--- src/design/assert_macros.svh ---
// Assertion macros shared by the button press classifier design files.
// Depends on nothing; users must provide aclk and aresetn in scope.
`ifndef ASSERT_MACROS_SVH
`define ASSERT_MACROS_SVH

// Checks a property on every rising clock edge, skipped while reset is held.
`define BPC_ASSERT(label, prop, msg) \
    label: assert property (@(posedge aclk) disable iff (!aresetn) prop) \
        else $error(msg);

// Checks that a condition in a cycle implies a consequence in the same cycle.
`define BPC_ASSERT_IMPL(label, ante, cons, msg) \
    `BPC_ASSERT(label, (ante) |-> (cons), msg)

`endif

--- src/design/bpc_pkg.sv ---
// Shared types, constants and helper functions of the button press classifier.
// Depends on nothing; used by bpc_core and button_press_classifier.
package bpc_pkg;

    // Field widths.
    localparam int TIME_W  = 32;
    localparam int MASK_W  = 16;
    localparam int THR_W   = 16;
    localparam int COUNT_W = 16;
    localparam int CODE_W  = 3;
    localparam int TOP_W   = 5;
    localparam int CFG_IDX_W = 2;

    localparam int BUTTON_COUNT_DEF = 16;

    // Configuration register indexes.
    localparam logic [CFG_IDX_W-1:0] REG_SHORT_PRESS  = 2'd0;
    localparam logic [CFG_IDX_W-1:0] REG_LONG_PRESS   = 2'd1;
    localparam logic [CFG_IDX_W-1:0] REG_REPEAT_PERIOD = 2'd2;

    // Configuration reset values.
    localparam logic [THR_W-1:0] SHORT_PRESS_RST   = 16'd50;
    localparam logic [THR_W-1:0] LONG_PRESS_RST    = 16'd1000;
    localparam logic [THR_W-1:0] REPEAT_PERIOD_RST = 16'd250;

    // Event codes carried in each result word.
    localparam logic [CODE_W-1:0] EV_NONE          = 3'd0;
    localparam logic [CODE_W-1:0] EV_SHORT_PRESS   = 3'd1;
    localparam logic [CODE_W-1:0] EV_SHORT_RELEASE = 3'd2;
    localparam logic [CODE_W-1:0] EV_LONG_PRESS    = 3'd3;
    localparam logic [CODE_W-1:0] EV_LONG_RELEASE  = 3'd4;
    localparam logic [CODE_W-1:0] EV_PULSE         = 3'd5;

    localparam logic [COUNT_W-1:0] COUNT_MAX = '1;

    typedef struct packed {
        logic [THR_W-1:0] short_press_ms;
        logic [THR_W-1:0] long_press_ms;
        logic [THR_W-1:0] repeat_period_ms;
    } cfg_t;

    typedef struct packed {
        logic [TIME_W-1:0]  idle_ms;
        logic [TIME_W-1:0]  held_ms;
        logic [COUNT_W-1:0] repeat_count;
        logic [TOP_W-1:0]   top_button;
        logic [MASK_W-1:0]  held_mask;
        logic [CODE_W-1:0]  press_state;
        logic [CODE_W-1:0]  event_code;
    } result_t;

    // One plus the index of the highest set bit, zero for an empty mask.
    function automatic logic [TOP_W-1:0] top_index(input logic [MASK_W-1:0] m);
        logic [TOP_W-1:0] n;
        n = '0;
        for (int i = 0; i < MASK_W; i++) begin
            if (m[i]) begin
                n = TOP_W'(i + 1);
            end
        end
        return n;
    endfunction

endpackage

--- src/design/button_press_classifier.sv ---
// Top level of the button press classifier: stream ports, configuration
// registers, input and result registers. Depends on bpc_pkg and bpc_core.
`include "assert_macros.svh"

// The block takes one tick word per clock cycle while results are taken and returns
// exactly one result word per tick, in order. A tick is captured in the input
// register, with its elapsed time already formed, and is classified into the
// result register once that register is free; the result is registered there
// and presented on m_tdata with m_tvalid. While a result waits on m_tready
// the input register takes one more tick and then holds s_tready low until the
// result is taken; with m_tready high a tick is accepted every cycle, the rate
// being set by the state update in bpc_core, made once per processed tick. Configuration
// writes are taken in any cycle and must only be made while no tick is in flight.
module button_press_classifier #(
    parameter int BUTTON_COUNT = bpc_pkg::BUTTON_COUNT_DEF
) (
    input  logic                            aclk,
    input  logic                            aresetn,
    // Tick input.
    input  logic                            s_tvalid,
    output logic                            s_tready,
    input  logic [47:0]                     s_tdata,  // now_ms, sampled_mask
    // Result output.
    output logic                            m_tvalid,
    input  logic                            m_tready,
    // event_code, press_state, held_mask, top_button, repeat_count,
    // held_ms, idle_ms, then zero padding
    output logic [111:0]                    m_tdata,
    // Configuration writes.
    input  logic                            cfg_valid,
    output logic                            cfg_ready,
    input  logic [bpc_pkg::CFG_IDX_W-1:0]   cfg_index,
    input  logic [bpc_pkg::THR_W-1:0]       cfg_data
);

    localparam int MW        = bpc_pkg::MASK_W;
    localparam int TW        = bpc_pkg::TIME_W;
    localparam int MASK_BITS = (BUTTON_COUNT < MW) ? BUTTON_COUNT : MW;
    localparam logic [MW:0] ONE = (MW + 1)'(1);
    localparam logic [MW-1:0] BUTTON_MASK = MW'((ONE << MASK_BITS) - ONE);
    localparam int RES_W = $bits(bpc_pkg::result_t);

    bpc_pkg::cfg_t             cfg_reg;
    logic                      in_valid_reg;
    logic [TW-1:0]             in_delta_reg;
    logic [MW-1:0]             in_sample_reg;
    logic [TW-1:0]             last_now_reg;
    logic                      out_valid_reg;
    bpc_pkg::result_t          out_reg;
    bpc_pkg::result_t          res;
    logic                      advance;
    logic                      s_accept;

    // Handshake: the held tick moves on whenever the result register is free.
    assign advance   = in_valid_reg && (!out_valid_reg || m_tready);
    assign s_tready  = !in_valid_reg || advance;
    assign s_accept  = s_tvalid && s_tready;
    assign cfg_ready = 1'b1;

    // Configuration registers.
    always_ff @(posedge aclk) begin
        if (!aresetn) begin
            cfg_reg.short_press_ms   <= bpc_pkg::SHORT_PRESS_RST;
            cfg_reg.long_press_ms    <= bpc_pkg::LONG_PRESS_RST;
            cfg_reg.repeat_period_ms <= bpc_pkg::REPEAT_PERIOD_RST;
        end else if (cfg_valid) begin
            case (cfg_index)
                bpc_pkg::REG_SHORT_PRESS:   cfg_reg.short_press_ms   <= cfg_data;
                bpc_pkg::REG_LONG_PRESS:    cfg_reg.long_press_ms    <= cfg_data;
                bpc_pkg::REG_REPEAT_PERIOD: cfg_reg.repeat_period_ms <= cfg_data;
                default: begin
                end
            endcase
        end
    end

    // Control of the input and result registers, and the last tick time.
    always_ff @(posedge aclk) begin
        if (!aresetn) begin
            in_valid_reg  <= 1'b0;
            out_valid_reg <= 1'b0;
            last_now_reg  <= '0;
        end else begin
            if (s_accept) begin
                in_valid_reg <= 1'b1;
                last_now_reg <= s_tdata[TW-1:0];
            end else if (advance) begin
                in_valid_reg <= 1'b0;
            end
            if (advance) begin
                out_valid_reg <= 1'b1;
            end else if (m_tready) begin
                out_valid_reg <= 1'b0;
            end
        end
    end

    // Input word: elapsed time since the previous tick and the masked sample.
    always_ff @(posedge aclk) begin
        if (s_accept) begin
            in_delta_reg  <= s_tdata[TW-1:0] - last_now_reg;
            in_sample_reg <= s_tdata[TW+MW-1:TW] & BUTTON_MASK;
        end
    end

    bpc_core u_core (
        .aclk    (aclk),
        .aresetn (aresetn),
        .step_en (advance),
        .delta   (in_delta_reg),
        .sample  (in_sample_reg),
        .cfg     (cfg_reg),
        .res     (res)
    );

    // Result register.
    always_ff @(posedge aclk) begin
        if (advance) begin
            out_reg <= res;
        end
    end

    assign m_tvalid = out_valid_reg;
    assign m_tdata  = {(112 - RES_W)'(0), out_reg};

    // Every processed tick leaves a result in the output register.
    `BPC_ASSERT(a_result_loaded, $past(advance) |-> out_valid_reg, "processed tick has no result")
    // A held tick only waits while the result register is stalled.
    `BPC_ASSERT_IMPL(a_wait_stall, in_valid_reg && !advance, !m_tready, "tick waits unstalled")

endmodule

--- src/design/bpc_core.sv ---
// Press state machine of the button press classifier: debounce, short and
// long press, auto-repeat and time accounting. Depends on bpc_pkg.
`include "assert_macros.svh"

module bpc_core (
    input  logic                         aclk,
    input  logic                         aresetn,
    input  logic                         step_en,
    input  logic [bpc_pkg::TIME_W-1:0]   delta,
    input  logic [bpc_pkg::MASK_W-1:0]   sample,
    input  bpc_pkg::cfg_t                cfg,
    output bpc_pkg::result_t             res
);

    typedef enum logic [2:0] {
        PH_UP        = 3'd0,
        PH_BOUNCE    = 3'd1,
        PH_SHORT     = 3'd2,
        PH_SHORT_REL = 3'd3,
        PH_LONG      = 3'd4,
        PH_LONG_REL  = 3'd5,
        PH_PULSE     = 3'd6
    } phase_t;

    phase_t                        phase_reg, phase_next;
    logic [bpc_pkg::MASK_W-1:0]    mask_reg, mask_next;
    logic [bpc_pkg::TIME_W-1:0]    held_reg, held_next;
    logic [bpc_pkg::TIME_W-1:0]    idle_reg, idle_next;
    logic [bpc_pkg::TIME_W-1:0]    target_reg, target_next;
    logic [bpc_pkg::COUNT_W-1:0]   pulses_reg, pulses_next;
    logic [bpc_pkg::CODE_W-1:0]    event_next;
    logic                          long_phase;
    logic                          pulse_step;

    // Next state for one tick.
    always_comb begin
        logic [bpc_pkg::TIME_W-1:0] held_acc;
        logic [bpc_pkg::TIME_W-1:0] rearm;
        phase_next  = phase_reg;
        mask_next   = mask_reg;
        held_next   = held_reg;
        idle_next   = idle_reg;
        target_next = target_reg;
        pulses_next = pulses_reg;
        event_next  = bpc_pkg::EV_NONE;

        // Elapsed time goes to the held or the idle total.
        held_acc = held_reg + delta;
        rearm    = held_acc + bpc_pkg::TIME_W'(cfg.repeat_period_ms);
        if (mask_reg != '0) begin
            held_next = held_acc;
        end else begin
            idle_next = idle_reg + delta;
        end

        // A release lasts one tick; a pulse falls back to long press.
        if (phase_reg == PH_SHORT_REL || phase_reg == PH_LONG_REL) begin
            mask_next   = '0;
            held_next   = '0;
            idle_next   = '0;
            pulses_next = '0;
            phase_next  = PH_UP;
        end else if (phase_reg == PH_PULSE) begin
            phase_next = PH_LONG;
        end

        case (phase_next)
            PH_UP: begin
                if (sample != '0) begin
                    held_next   = '0;
                    pulses_next = '0;
                    mask_next   = sample;
                    phase_next  = PH_BOUNCE;
                end
            end
            PH_BOUNCE: begin
                if (mask_reg != sample) begin
                    mask_next   = '0;
                    held_next   = '0;
                    idle_next   = '0;
                    pulses_next = '0;
                    phase_next  = PH_UP;
                end else if (held_acc >= bpc_pkg::TIME_W'(cfg.short_press_ms)) begin
                    phase_next = PH_SHORT;
                    event_next = bpc_pkg::EV_SHORT_PRESS;
                end
            end
            PH_SHORT: begin
                if (sample == '0) begin
                    phase_next = PH_SHORT_REL;
                    event_next = bpc_pkg::EV_SHORT_RELEASE;
                end else if (held_acc >= bpc_pkg::TIME_W'(cfg.long_press_ms)) begin
                    target_next = rearm;
                    phase_next  = PH_LONG;
                    event_next  = bpc_pkg::EV_LONG_PRESS;
                end
            end
            PH_LONG: begin
                if (sample == '0) begin
                    phase_next = PH_LONG_REL;
                    event_next = bpc_pkg::EV_LONG_RELEASE;
                end else if (held_acc >= target_reg) begin
                    target_next = rearm;
                    if (pulses_reg != bpc_pkg::COUNT_MAX) begin
                        pulses_next = pulses_reg + 1'b1;
                    end
                    phase_next = PH_PULSE;
                    event_next = bpc_pkg::EV_PULSE;
                end
            end
            default: begin
            end
        endcase
    end

    // State registers, updated once per processed tick.
    always_ff @(posedge aclk) begin
        if (!aresetn) begin
            phase_reg  <= PH_UP;
            mask_reg   <= '0;
            held_reg   <= '0;
            idle_reg   <= '0;
            target_reg <= '0;
            pulses_reg <= '0;
        end else if (step_en) begin
            phase_reg  <= phase_next;
            mask_reg   <= mask_next;
            held_reg   <= held_next;
            idle_reg   <= idle_next;
            target_reg <= target_next;
            pulses_reg <= pulses_next;
        end
    end

    // Result word built from the updated state.
    always_comb begin
        res.event_code   = event_next;
        res.press_state  = bpc_pkg::CODE_W'(phase_next);
        res.held_mask    = mask_next;
        res.top_button   = bpc_pkg::top_index(mask_next);
        res.repeat_count = pulses_next;
        res.held_ms      = held_next;
        res.idle_ms      = idle_next;
    end

    // Terms used by the checks below.
    assign long_phase = (phase_reg == PH_LONG) || (phase_reg == PH_PULSE)
                        || (phase_reg == PH_LONG_REL);
    assign pulse_step = step_en && (event_next == bpc_pkg::EV_PULSE);

    // A mask is latched exactly when the block is not up.
    `BPC_ASSERT(a_mask_vs_phase, (phase_reg == PH_UP) == (mask_reg == '0), "mask and phase differ")
    // Repeat pulses are only counted once a press has gone long.
    `BPC_ASSERT_IMPL(a_pulses_long, pulses_reg != '0, long_phase, "pulse count outside long press")
    // A pulse event always leaves the block in the pulse phase.
    `BPC_ASSERT_IMPL(a_pulse_phase, pulse_step, phase_next == PH_PULSE, "stray pulse event")

endmodule
--- config.mk ---
export PLATFORM = sky130hd
export DESIGN_NAME = button_press_classifier
export DESIGN_NICKNAME = d
export VERILOG_FILES = /design/src/design/bpc_pkg.sv /design/src/design/button_press_classifier.sv /design/src/design/bpc_core.sv
export VERILOG_INCLUDE_DIRS = /design/src /design/src/design
export SDC_FILE = /design/constraint.sdc
export NUM_CORES = 1
export LEC_CHECK = 0
export ABC_CLOCK_PERIOD_IN_PS = 7600
export BUFFER_PORTS_ARGS = -buffer_cell sky130_fd_sc_hd__buf_2
export CAP_MARGIN = 10
export CELL_PAD_IN_SITES_DETAIL_PLACEMENT = 1
export CELL_PAD_IN_SITES_GLOBAL_PLACEMENT = 1
export CORE_UTILIZATION = 46
export DETAILED_ROUTE_END_ITERATION = 8
export PLACE_DENSITY_LB_ADDON = 0.1
export SLEW_MARGIN = 10
export SYNTH_ARGS = -nofsm -noshare
export SYNTH_HDL_FRONTEND = slang
export SYNTH_SLANG_ARGS = --single-unit
--- constraint.sdc ---
create_clock -name aclk -period 7.6 [get_ports aclk]
set_clock_uncertainty 0.2 [all_clocks]
set_input_delay 1.52 -clock aclk [delete_from_list [all_inputs] [get_ports aclk]]
set_output_delay 1.52 -clock aclk [all_outputs]
set_load 0.05 [all_outputs]
After elaboration in Yosys (flattened, before gate mapping)
Cells that the tools add are included.
{"block": "classes", "n_addsub": 5, "magnitude_cmp": 3, "eq_ne": 14, "mux": 61, "reduce_logical": 19}
{"cell": "$mux W32", "n": 12}
{"cell": "$mux W16", "n": 9}
{"cell": "$pmux W32 S2", "n": 2}
{"cell": "$add A32 B32 Y32", "n": 2}
{"cell": "$ge A32 B16 Y1", "n": 2}
{"cell": "$mux W3", "n": 17}
{"cell": "$pmux W16 S3", "n": 1}
{"cell": "$add A32 B16 Y32", "n": 1}
{"cell": "$ge A32 B32 Y1", "n": 1}
{"cell": "$mux W4", "n": 8}
{"cell": "$pmux W16 S2", "n": 1}
{"cell": "$reduce_bool A16 Y1", "n": 2}
{"cell": "$sub A32 B32 Y32", "n": 1}
{"cell": "$add A16 B1 Y16 const B", "n": 1}
{"cell": "$logic_not A16 Y1", "n": 1}
{"cell": "$ne A16 B16 Y1", "n": 1}
{"cell": "$ne A16 B16 Y1 const B", "n": 1}
{"cell": "$pmux W3 S4", "n": 1}
{"cell": "$eq A3 B3 Y1 const B", "n": 3}
{"cell": "$pmux W3 S3", "n": 1}
{"cell": "$eq A3 B2 Y1 const B", "n": 2}
{"cell": "$mux W1", "n": 6}
{"cell": "$mux W2", "n": 3}
{"cell": "$reduce_and A2 Y1", "n": 3}
{"cell": "12 further kinds", "n": 20}
{"block": "word_totals", "ff_bits": 368, "inputBits": 71, "out_inout_bits": 115, "wordCells": 123}

Longest topological paths before layout
Gate-level depths: netlist of run 1.
{"block": "depth", "depth_word": 20, "ltp_mapped": 24}

Hierarchy
A second synthesis of run 1 with hierarchy kept.
{"block": "hier_totals", "hier_cells": 2540, "area_unflattened_um2": 22586.7}
{"module": "bpc_core", "n_inst": 1, "cells_each": 1726, "area_each_um2": 12893.6, "seq_area_each_um2": 2622.5}
{"module": "button_press_classifier", "n_inst": 1, "cells_each": 814, "area_each_um2": 9693.0, "seq_area_each_um2": 6296.0}

Least setup slack after synthesis of run 1
Ideal clock, no wire load.
{"block": "synth_timing", "path_type": "input-to-reg", "from": "input port m_tready", "to": "register out_reg (netlist bit m_tdata[0]), enable pin", "setup_ns": 0.513, "arrival_ns": 5.383, "setup_slack_ns": 1.504, "path_stages": 6, "n_path_buf": 3, "cell_sequence": "nor2b_1 -> nand2b_1 -> clkbuf_1 -> clkinv_1 -> clkbuf_1 -> clkbuf_1"}
{"block": "synth_between", "elab_chain_cells": 2}
{"element": "start, declared", "line": "button_press_classifier.sv:25", "rtl": "input logic m_tready,"}
{"element": "$logic_or A1 B1 Y1", "line": "button_press_classifier.sv:55", "rtl": "assign advance = in_valid_reg && (!out_valid_reg || m_tready);"}
{"element": "$logic_and A1 B1 Y1", "line": "button_press_classifier.sv:55"}
{"element": "via advance", "line": "button_press_classifier.sv:51", "rtl": "logic advance;"}
{"element": "end signal, assigned", "line": "button_press_classifier.sv:119", "rtl": "out_reg <= res;"}
{"element": "end, declared", "line": "button_press_classifier.sv:49", "rtl": "bpc_pkg::result_t out_reg;"}
The timed path passes the listed nets, and every way through them passes these cells.
A chain may end at the register's enable or synchronous reset.

Worst setup path after layout of run 1
{"block": "layout_timing", "from": "register in_delta_reg[16]", "to": "register u_core.target_reg[31] (netlist bit)"}
{"block": "layout_between", "elab_chain_cells": 5, "word_cells_on_any_way": 12, "classes_between": "2 x add/sub; 2 x order compare; 2 x eq/ne; 5 x mux; 1 x reduce/logical"}
{"element": "start, declared", "line": "button_press_classifier.sv:45", "rtl": "logic [TW-1:0] in_delta_reg;"}
{"element": "start signal, assigned", "line": "button_press_classifier.sv:101", "rtl": "in_delta_reg <= s_tdata[TW-1:0] - last_now_reg;"}
{"element": "$add A32 B32 Y32 (*)", "line": "bpc_core.sv:48", "rtl": "held_acc = held_reg + delta;"}
{"element": "$add A32 B16 Y32", "line": "bpc_core.sv:49", "rtl": "rearm = held_acc + bpc_pkg::TIME_W'(cfg.repeat_period_ms);"}
{"element": "$mux W32 (on tied branches)", "line": "bpc_core.sv:102, bpc_core.sv:92"}
{"element": "$mux W32 (on tied branches)", "line": "bpc_core.sv:99, bpc_core.sv:89"}
{"element": "$pmux W32 S2", "line": "bpc_core.sv:67", "rtl": "case (phase_next)"}
{"element": "end signal, assigned", "line": "bpc_core.sv:130", "rtl": "target_reg <= target_next;"}
{"element": "end, declared", "line": "bpc_core.sv:29", "rtl": "logic [bpc_pkg::TIME_W-1:0] target_reg, target_next;"}
Mark *: on every way between the ends. The rest lies on a longest branch, timed or not. The select of a mux whose other input is x is not followed.

==> flow_summary.ini, run 1 <==
[global_routing]
top_usage_layer = met2
gr-usage-met3_pct = 3.008
grt_max_degree = 111
grtUsageTotal_pct = 28.87
grt_pass1_vias = 20730
grt_pass1_wl_mm = 113.3
antenna_found_initial = 0
use_met2_pct = 50.62
use_met1_pct = 36.94
grt-ovfl-total = 0

[timing]
setup_viol = 0
fin_ws_ns = 1.265
min_period_over_period_pct = 83.36
fin_hold_ws_ns = 0.2553
rsz0062_at_grt = no
setup_tns_ns = 0
period_minus_slack_ns = 6.335
max_slew_margin_pct = 20.06
finalHoldViolCount = 0
fmax_ghz = 0.1578
tightest_slew_ns = 1.191
drv_slew = 0

[floorplanning]
rows = 80
pin_count = 186
die_h_um = 221.7
dieWidth_um = 221.7
coreArea_mm2 = 0.04765
initial_core_util_pct = 46.60
die_area_mm2 = 0.04915

[cts]
cts_made_buffers = 44
cts_tree = built
post_cts_resized = 0
clock-root-buffer = clkbuf_16
numClockSinks = 368
hold_buffers = 0
clk_latency_ns = 0.58
clk_pin_slew_worst_paths_ns = 0.06
clock_path_buffers = 3
htree_levels = 2
post-cts-setup-buffer-count = 0

[power_and_ir_drop]
internal_power_mw = 3.986
p_seq_share_pct = 38.4
p_per_area_mw_per_mm2 = 235.0
power_switching_mw = 1.929
clock_power_share_pct = 37.1
ir_drop_mv = 0.1991
p_sw_share_pct = 32.61
p_leak_nw = 9.997
comb_power_share_pct = 24.5

[worst_hold_path]
hold_start = cfg_reg[17]
hp-class = flip-flop to flip-flop
hold_path_depth = 2
holdPathEnd = cfg_reg[17]

[finish]
nets = 2995
largest_reg_flops = 107
synthToLayoutAreaGrowth_pct = 13.40
drive_above_1_share_pct = 11.82
final_util_pct = 52.84
design_area_mm2 = 0.02518
antennaDiodeCount = 0

[worst_setup_path]
rrSetupSlack_ns = 1.26
crit_required_ns = 7.80
r2r-start = in_delta_reg[16]
crit_path_top_delay_cell = o211ai_1
slowest_delay_ns = 0.80
reg2reg_depth = 16
cp-start-kind = flip-flop
cp_cell_sequence = ha_1 -> a21oi_1 -> o21ai_0 -> nor3_1 -> nand3_1 -> a41o_1 -> o211ai_1 -> ha_1 -> nand4_1 -> nor2_1 -> nand4_1 -> o311ai_1 -> nor2_1 -> a2111o_1 -> nor2_1 -> a211oi_1
critical_path_peak_fanout = 23
crit_path_frequent_cell = nor2_1
path_class = flip-flop to flip-flop
cp_top_family = compound AO/OA/AOI/OAI gates
crit_path_end_kind = flip-flop
cp.buffers_inverters = 0
arrival_ns = 6.54
r2r_end = u_core.target_reg[31]

[detailed_routing]
drt_iter0_drc = 1105
wl_per_cell_um = 20.94
dr_total_vias = 19970
drt_wl_total_mm = 71.17
drc = 0
firstDrtPassIters = 5
ant_nets = 0
via_per_inst = 5.878

[run]
drv_cap = 0

[placed_design]
post-place-ws_ns = 1.306
gp_congestion = 0.9073
placed_area_mm2 = 0.02369
port_buffers = 179
hpwl_mm = 51.75

[yosys]
synthTopCellsByCount = 431 x nand2_1, 320 x a21oi_1, 213 x dfxtp_1, 173 x ha_1, 161 x inv_1
synth-main-ff-cell = dfxtp_1
synthesis.area_mm2 = 0.02220
syn_avg_cell_area_um2 = 8.536
async_reset_ff_share_pct = 0
postSynthCellCount = 2601
synth-edff-count = 155
seq_area_frac_synth_pct = 40.17
yosys_warnings = 0
ys_ff_latch = 368
yosysTopAreaCell = edfxtp_1
yosysMostFrequentCell = nand2_1
ys_types = 90
synth_top_area_share_pct = 20.96
synth_area_leaders = edfxtp_1 21%, dfxtp_1 19%, ha_1 9.7%

[run_status]
status = complete, no violations
per-stage QoR:
stage               power [mW]  instances
floorplan                3.288       2605
global placement         3.681       3316
detailed placement       3.743       3316
CTS                      5.955       3398
global route             6.173       3398
finish                   5.916       3398
tightest hold or removal path: cells and delay by family, from the launching register on:
kind | cells | cell delay (ns)
and+or+nand+nor | 1 | 0.05
AOI/OAI and AO/OA | 1 | 0.05
DFF | 1 | 0.30
layout make-up:
cell class,instances,area [um^2]
Tap cell,615,769.5
Timing Repair Buffer,213,1151
Clock buffer,58,1225
Fill cell,5704,22470
Inverter,163,621.8
Sequential cell,368,8919
Multi-Input combinational cell,1957,12220
Clock inverter,24,267.8
worst max path at each step:
stage | startpoint | depth (start not counted) | endpoint | slack (ns)
floorplan | m_tready | 6 | m_tdata[0] | 1.50
finish | in_delta_reg[16] | 16 | u_core.target_reg[31] | 1.26
global route | in_delta_reg[16] | 16 | u_core.target_reg[29] | 0.70
CTS | u_core.held_reg[0] | 18 | u_core.target_reg[21] | 1.29
detailed placement | in_delta_reg[0] | 18 | u_core.target_reg[21] | 1.31
global placement | in_delta_reg[3] | 20 | u_core.target_reg[19] | 1.49
power groups by stage:
stage	Clock (mW)	Combinational [mW]	Sequential, mW
global route	2.30	1.59	2.28
finish	2.20	1.45	2.27
CTS	2.23	1.45	2.27
detailed placement	0	1.43	2.31
global placement	0	1.38	2.31
floorplan	0	0.891	2.40
cells in the final DEF (no fill, tap or decap), types with 29 or more instances in the layout:
master	instances
ha_1	173
buf_4	34
nor3_1	46
inv_1	160
nand2b_1	30
o21ai_0	105
edfxtp_1	155
nand2_1	431
buf_2	179
clkbuf_16	45
a211oi_1	55
dfxtp_1	213
nor2b_1	29
nor2_1	137
xor2_1	42
a21oi_1	320
a21o_1	56
nand3_1	78
xnor2_1	69
kinds of logic after synthesis:
logic type / after synthesis / synth area share (%)
AND/OR/NAND/NOR: 876 / 17.98
AO/OA/AOI/OAI: 772 / 21.65
flip-flops: 368 / 40.17
buffers and inverters: 280 / 4.993
adder cells (fa/ha/maj): 177 / 10.11
XOR/XNOR: 111 / 4.379
multiplexers: 15 / 0.6819
other: 2 / 0.03382
metal layers:
metal	vias to the layer above	routed length, um
met2	431	34790
met3	101	2726
met4	0	2148
met1	9845	31510
met5	-	0
li1	9596	-
(Power assumes the default switching activity.)
==> run 2: changes to the inputs <==
--- a/config.mk
+++ b/config.mk
@@ -6,12 +6,12 @@
 export SDC_FILE = /design/constraint.sdc
 export NUM_CORES = 1
 export LEC_CHECK = 0
-export ABC_CLOCK_PERIOD_IN_PS = 7600
+export ABC_CLOCK_PERIOD_IN_PS = 5100
 export BUFFER_PORTS_ARGS = -buffer_cell sky130_fd_sc_hd__buf_2
 export CAP_MARGIN = 10
 export CELL_PAD_IN_SITES_DETAIL_PLACEMENT = 1
 export CELL_PAD_IN_SITES_GLOBAL_PLACEMENT = 1
-export CORE_UTILIZATION = 46
+export CORE_UTILIZATION = 42
 export DETAILED_ROUTE_END_ITERATION = 8
 export PLACE_DENSITY_LB_ADDON = 0.1
 export SLEW_MARGIN = 10
==> constraint.sdc (replaced) <==
create_clock -name aclk -period 5.1 [get_ports aclk]
set_clock_uncertainty 0.2 [all_clocks]
set_input_delay 1.02 -clock aclk [delete_from_list [all_inputs] [get_ports aclk]]
set_output_delay 1.02 -clock aclk [all_outputs]
set_load 0.05 [all_outputs]
==> run 2 against run 1 <==
Combinational power rose by 66%. Sequential power rose by 49%. Wire length grew 4.7%. Clock-buffer cell count rose by 1. Total power up 51%. Fmax grew 24%. Largest cell class unchanged. Largest power group unchanged. Highest routed layer unchanged.
==> flow_summary.ini, run 2 (synthesis gave the netlist of run 1 again) <==
[timing]
max_slew_margin_pct = 32.81
tightest_slew_ns = 0.9824
finalHoldViolCount = 0
period_minus_slack_ns = 5.091
fmax_ghz = 0.1964
drv_slew = 0
setup_tns_ns = 0
setup_viol = 0
rsz0062_at_grt = yes
min_period_over_period_pct = 99.83

[floorplanning]
coreArea_mm2 = 0.05182
initial_core_util_pct = 42.84
dieWidth_um = 231.9
pin_count = 186
die_h_um = 231.9
rows = 83
die_area_mm2 = 0.05379

[worst_hold_path]
hp-class = flip-flop to flip-flop
hold_path_depth = 2

[cts]
cts_made_buffers = 43
numClockSinks = 368
clock_path_buffers = 3
cts_tree = built
clk_latency_ns = 0.58
htree_levels = 2
clock-root-buffer = clkbuf_16
clk_pin_slew_worst_paths_ns = 0.06

[run_status]
status = complete, no violations

[worst_setup_path]
critical_path_peak_fanout = 7
crit_path_end_kind = flip-flop
cp-start-kind = flip-flop
reg2reg_depth = 24
crit_required_ns = 5.39
path_class = flip-flop to flip-flop
arrival_ns = 5.38

[finish]
largest_reg_flops = 107
antennaDiodeCount = 0
synthToLayoutAreaGrowth_pct = 20.66
drive_above_1_share_pct = 18.01
final_cell_mix = 428 x nand2_1, 302 x a21oi_1, 213 x dfxtp_1
seqCellArea_mm2 = 0.008919
multi_input_area_mm2 = 0.01263
nets = 3133
fillers = 6088
design_area_mm2 = 0.02679
layout_commonest_cell = nand2_1

[power_and_ir_drop]
ir_drop_mv = 0.2247
p_total_mw = 8.948
internal_power_mw = 5.988
comb_power_share_pct = 26.9
p_seq_share_pct = 37.9
p_sw_share_pct = 33.08
p_leak_nw = 10.72
p_per_area_mw_per_mm2 = 334.0
power_switching_mw = 2.960
clock_power_share_pct = 35.2

[detailed_routing]
wl_per_cell_um = 20.70
dr_wl_met2_mm = 36.45
ant_nets = 0
met3_length_mm = 2.489
via_per_inst = 5.712
drc = 0
top_layer_used = met4
drt_iter0_drc = 1052
firstDrtPassIters = 5
dr_total_vias = 20560
m1WireLength_mm = 33.36
drt_wl_total_mm = 74.51

[run]
drv_cap = 0

[global_routing]
antenna_found_initial = 0
grtUsageTotal_pct = 27.22
grt_pass1_vias = 21170
grt-ovfl-total = 0
grt_max_degree = 86
grt_pass1_wl_mm = 116.0

[placed_design]
port_buffers = 179
hpwl_mm = 54.41
gp_congestion = 0.8924
placed_area_mm2 = 0.02477
run 2: changes by cell type in the layout (fill, tap and decap cells not counted), moves of 6 or more:
cell      delta
a21oi_1     -18
a211oi_2     +6
nand3_1     -10
buf_12       +8
ha_1         -8
buf_4      +126
a211oi_1     -7
a21oi_2     +17
run 2: worst paths after layout:
check	startpoint	endpoint	slack [ns]
hold / removal	last_now_reg[3]	last_now_reg[3]	0.25
hold reg to reg	last_now_reg[3]	last_now_reg[3]	0.25
setup reg to reg	in_delta_reg[1]	u_core.target_reg[0]	0.009
setup / recovery	in_delta_reg[1]	u_core.target_reg[0]	0.009
run 2: power by group through the flow:
stage          combinational [mW]  sequential, mW  clock, mW
2_1_floorplan                1.33            3.57          0
3_3_place_gp                 2.23            3.45          0
3_5_place_dp                 2.31            3.45          0
4_1_cts                      2.35            3.39       3.21
5_1_grt                      2.63            3.41       3.32
6_report                     2.41            3.39       3.15
run 2: layout make-up:
cell class,count,area share (%)
Clock buffer,59,4.544
Tap cell,680,3.176
Inverter,163,2.321
Timing Repair Buffer,352,8.748
Multi-Input combinational cell,1957,47.14
Clock inverter,21,0.7800
Sequential cell,368,33.29
run 2: through the flow:
stage	hold slack, ns	utilization, %	instances	setup slack [ns]
after floorplan	0.2363	-	2605	0.06243
after global placement	0.2419	47.80	3504	-0.09513
after detailed placement	0.2483	47.80	3504	-0.3259
after CTS	0.2566	50.88	3592	0.009234
after global routing	0.2752	51.70	3600	-0.2486
final	0.2539	51.70	3600	0.008769
run 2: what timing repair did:
action | CTS | global route
hold endpoints to repair | 0 | 0
gates cloned | 1 | 1
setup buffers | 7 | 8
pin swaps | 10 | 36
endpoints found under the setup margin | 59 | 68
gates resized for setup | 14 | 67
hold buffers | 0 | 0
run 2: worst max-delay path, cell delays in order (launching register included):
cell	delay (ns)
edfxtp_1	0.42
ha_1	0.36
a211oi_2	0.23
o21ai_1	0.13
a21o_1	0.19
a21o_1	0.18
a21o_1	0.17
a21o_1	0.20
a21o_1	0.19
a21oi_1	0.17
xnor2_1	0.14
ha_1	0.33
o211ai_1	0.09
a31oi_1	0.18
o22ai_1	0.21
a211oi_2	0.26
buf_4	0.16
nor2_4	0.04
buf_6	0.13
a2111oi_4	0.35
buf_6	0.17
buf_12	0.11
clkbuf_16	0.16
nand3_4	0.07
a21oi_2	0.15
run 2: per-layer routing:
layer  vias to the layer above  global-route usage, %
met5                         -                      0
met4                         0                  8.923
met3                       123                  2.603
met1                     10160                  34.76
met2                       383                  47.89
li1                       9892                      -
==> run 3: changes to the inputs <==
--- a/config.mk
+++ b/config.mk
@@ -11,7 +11,7 @@
 export CAP_MARGIN = 10
 export CELL_PAD_IN_SITES_DETAIL_PLACEMENT = 1
 export CELL_PAD_IN_SITES_GLOBAL_PLACEMENT = 1
-export CORE_UTILIZATION = 42
+export CORE_UTILIZATION = 38
 export DETAILED_ROUTE_END_ITERATION = 8
 export PLACE_DENSITY_LB_ADDON = 0.1
 export SLEW_MARGIN = 10
==> run 3 against run 2 <==
The run now ends with setup timing left. Design area rose by 2.3%. Utilization down 4.2 points. Sequential share of layout area fell by 0.76 points. Fmax decreased by 0.43%. Setup slack got worse by 0.022 ns. Critical endpoint is now u_core.target_reg[9]. Global-route usage shrank 2.6 points. Flip-flop and latch count stayed put. Sequential power about the same.
==> flow_summary.ini, run 3 (synthesis gave the netlist of run 1 again) <==
[worst_setup_path]
cp-start-kind = flip-flop
slowest_delay_ns = 0.39
arrival_ns = 5.42
path_class = flip-flop to flip-flop
rrSetupSlack_ns = -0.01
crit_path_frequent_cell = a21o_1
critical_path_peak_fanout = 6
reg2reg_depth = 26
r2r-start = in_delta_reg[0]
r2r_end = u_core.target_reg[9]
crit_required_ns = 5.40
cp_top_family = compound AO/OA/AOI/OAI gates
cp.buffers_inverters = 7
crit_path_end_kind = flip-flop
crit_path_top_delay_cell = edfxtp_1

[placed_design]
dpl.cell_count = 3601
hpwl_mm = 54.20
port_buffers = 179
placed_area_mm2 = 0.02501
gp_congestion = 0.9088

[timing]
period_minus_slack_ns = 5.113
fin_ws_ns = -0.01296
max_slew_margin_pct = 32.74
setup_viol = 3
min_period_over_period_pct = 100.3
fmax_ghz = 0.1956
rsz0062_at_grt = yes
fin_hold_ws_ns = 0.2553
drv_slew = 0
finalHoldViolCount = 0
tightest_slew_ns = 1.009

[detailed_routing]
wl_per_cell_um = 20.15
ant_nets = 0
drt_wl_total_mm = 74.71
via_per_inst = 5.498
dr_total_vias = 20390
drc = 0
firstDrtPassIters = 4
drt_iter0_drc = 931

[floorplanning]
die_area_mm2 = 0.05940
initial_core_util_pct = 38.48
dieWidth_um = 243.7
coreArea_mm2 = 0.05770
pin_count = 186
die_h_um = 243.7
rows = 88

[cts]
clk_pin_slew_worst_paths_ns = 0.06
cts_made_buffers = 45
hold_buffers = 0
clk_latency_ns = 0.58
cts_tree = built
htree_levels = 2
clock-root-buffer = clkbuf_16
numClockSinks = 368
clock_path_buffers = 3

[global_routing]
grt_pass1_vias = 21010
grt-ovfl-total = 0
grtUsageTotal_pct = 24.60
grt_pass1_wl_mm = 116.2
grt_max_degree = 96
antenna_found_initial = 0

[worst_hold_path]
hp-class = flip-flop to flip-flop
hold_path_depth = 2
holdPathEnd = last_now_reg[8]
hold_start = last_now_reg[8]

[power_and_ir_drop]
p_total_mw = 9.404
p_per_area_mw_per_mm2 = 343.0
p_leak_nw = 10.99
ir_drop_mv = 0.2291

[finish]
design_area_mm2 = 0.02742
nets = 3153
layout_commonest_cell = nand2_1
fin_cells = 3708
largest_reg_flops = 107
final_util_pct = 47.52
synthToLayoutAreaGrowth_pct = 23.49
final_cell_mix = 429 x nand2_1, 304 x a21oi_1, 213 x dfxtp_1
drive_above_1_share_pct = 19.24

[run_status]
violations = setup timing
status = complete, but fails checks

[run]
drv_cap = 0
## run 3: changes by cell type in the layout (fill, tap and decap cells not counted), sizes merged
cell	before	now
diode	0	1
bufinv	3	9
inv	165	164
clkinv	13	7
buf	351	370
clkbuf	60	62
clkinvlp	3	5
## run 3: metrics by stage
stage	setup slack [ns]	setup TNS [ns]
6_report	-0.01296	-0.01958
5_1_grt	-0.2455	-10.69
3_3_place_gp	-0.1895	-3.658
3_5_place_dp	-0.2871	-8.049
2_1_floorplan	0.06243	0
4_1_cts	0.006199	0
## run 3: how the worst max path moves through the flow
stage,start,end,slack (ns),cells past startpoint
after floorplan,in_delta_reg[0],m_tdata[27],0.06,22
after global placement,in_delta_reg[0],u_core.target_reg[7],-0.19,24
after detailed placement,in_delta_reg[0],u_core.target_reg[27],-0.29,22
after CTS,in_delta_reg[0],m_tdata[40],0.006,23
after global routing,in_delta_reg[0],m_tdata[36],-0.25,25
final,in_delta_reg[0],u_core.target_reg[9],-0.01,26
## run 3: worst register-to-register path, delay by kind of cell (launching register included)
family	cells	cell delay (ns)
adders and majority gates	2	0.52
buffers and inverters	7	0.99
and+or+nand+nor	2	0.12
DFF	1	0.39
AOI/OAI and AO/OA	14	2.69
xor gates and xnor gates	1	0.11
## run 3: where the power goes
group | internal, mW | switching [mW] | leakage [nW]
registers | 3.26 | 0.127 | 3.23
logic | 0.919 | 1.52 | 6.98
clock network | 2.23 | 1.34 | 0.789
## run 3: final cells by class
class,count,area (um^2)
Tap cell,765,957.2
Timing Repair Buffer,370,2529
Sequential cell,368,8919
Fill cell,6804,30280
Antenna cell,1,2.502
Inverter,163,624.3
Multi-Input combinational cell,1957,12740
Clock inverter,22,356.6
Clock buffer,62,1292
## run 3: what timing repair did
action,in CTS,in global routing
cloned,3,1
endpoints found under the setup margin,66,69
buffers inserted,15,5
pin swaps,34,33
gates resized for setup,44,64
## run 3: layer usage
metal	GRT usage [%]	part of all wire (%)	vias to the layer above
met3	2.710	3.2	106
met1	31.63	46	10000
li1	-	-	9937
met2	43.40	49	343
met5	0	0	-
met4	6.636	2.4	0
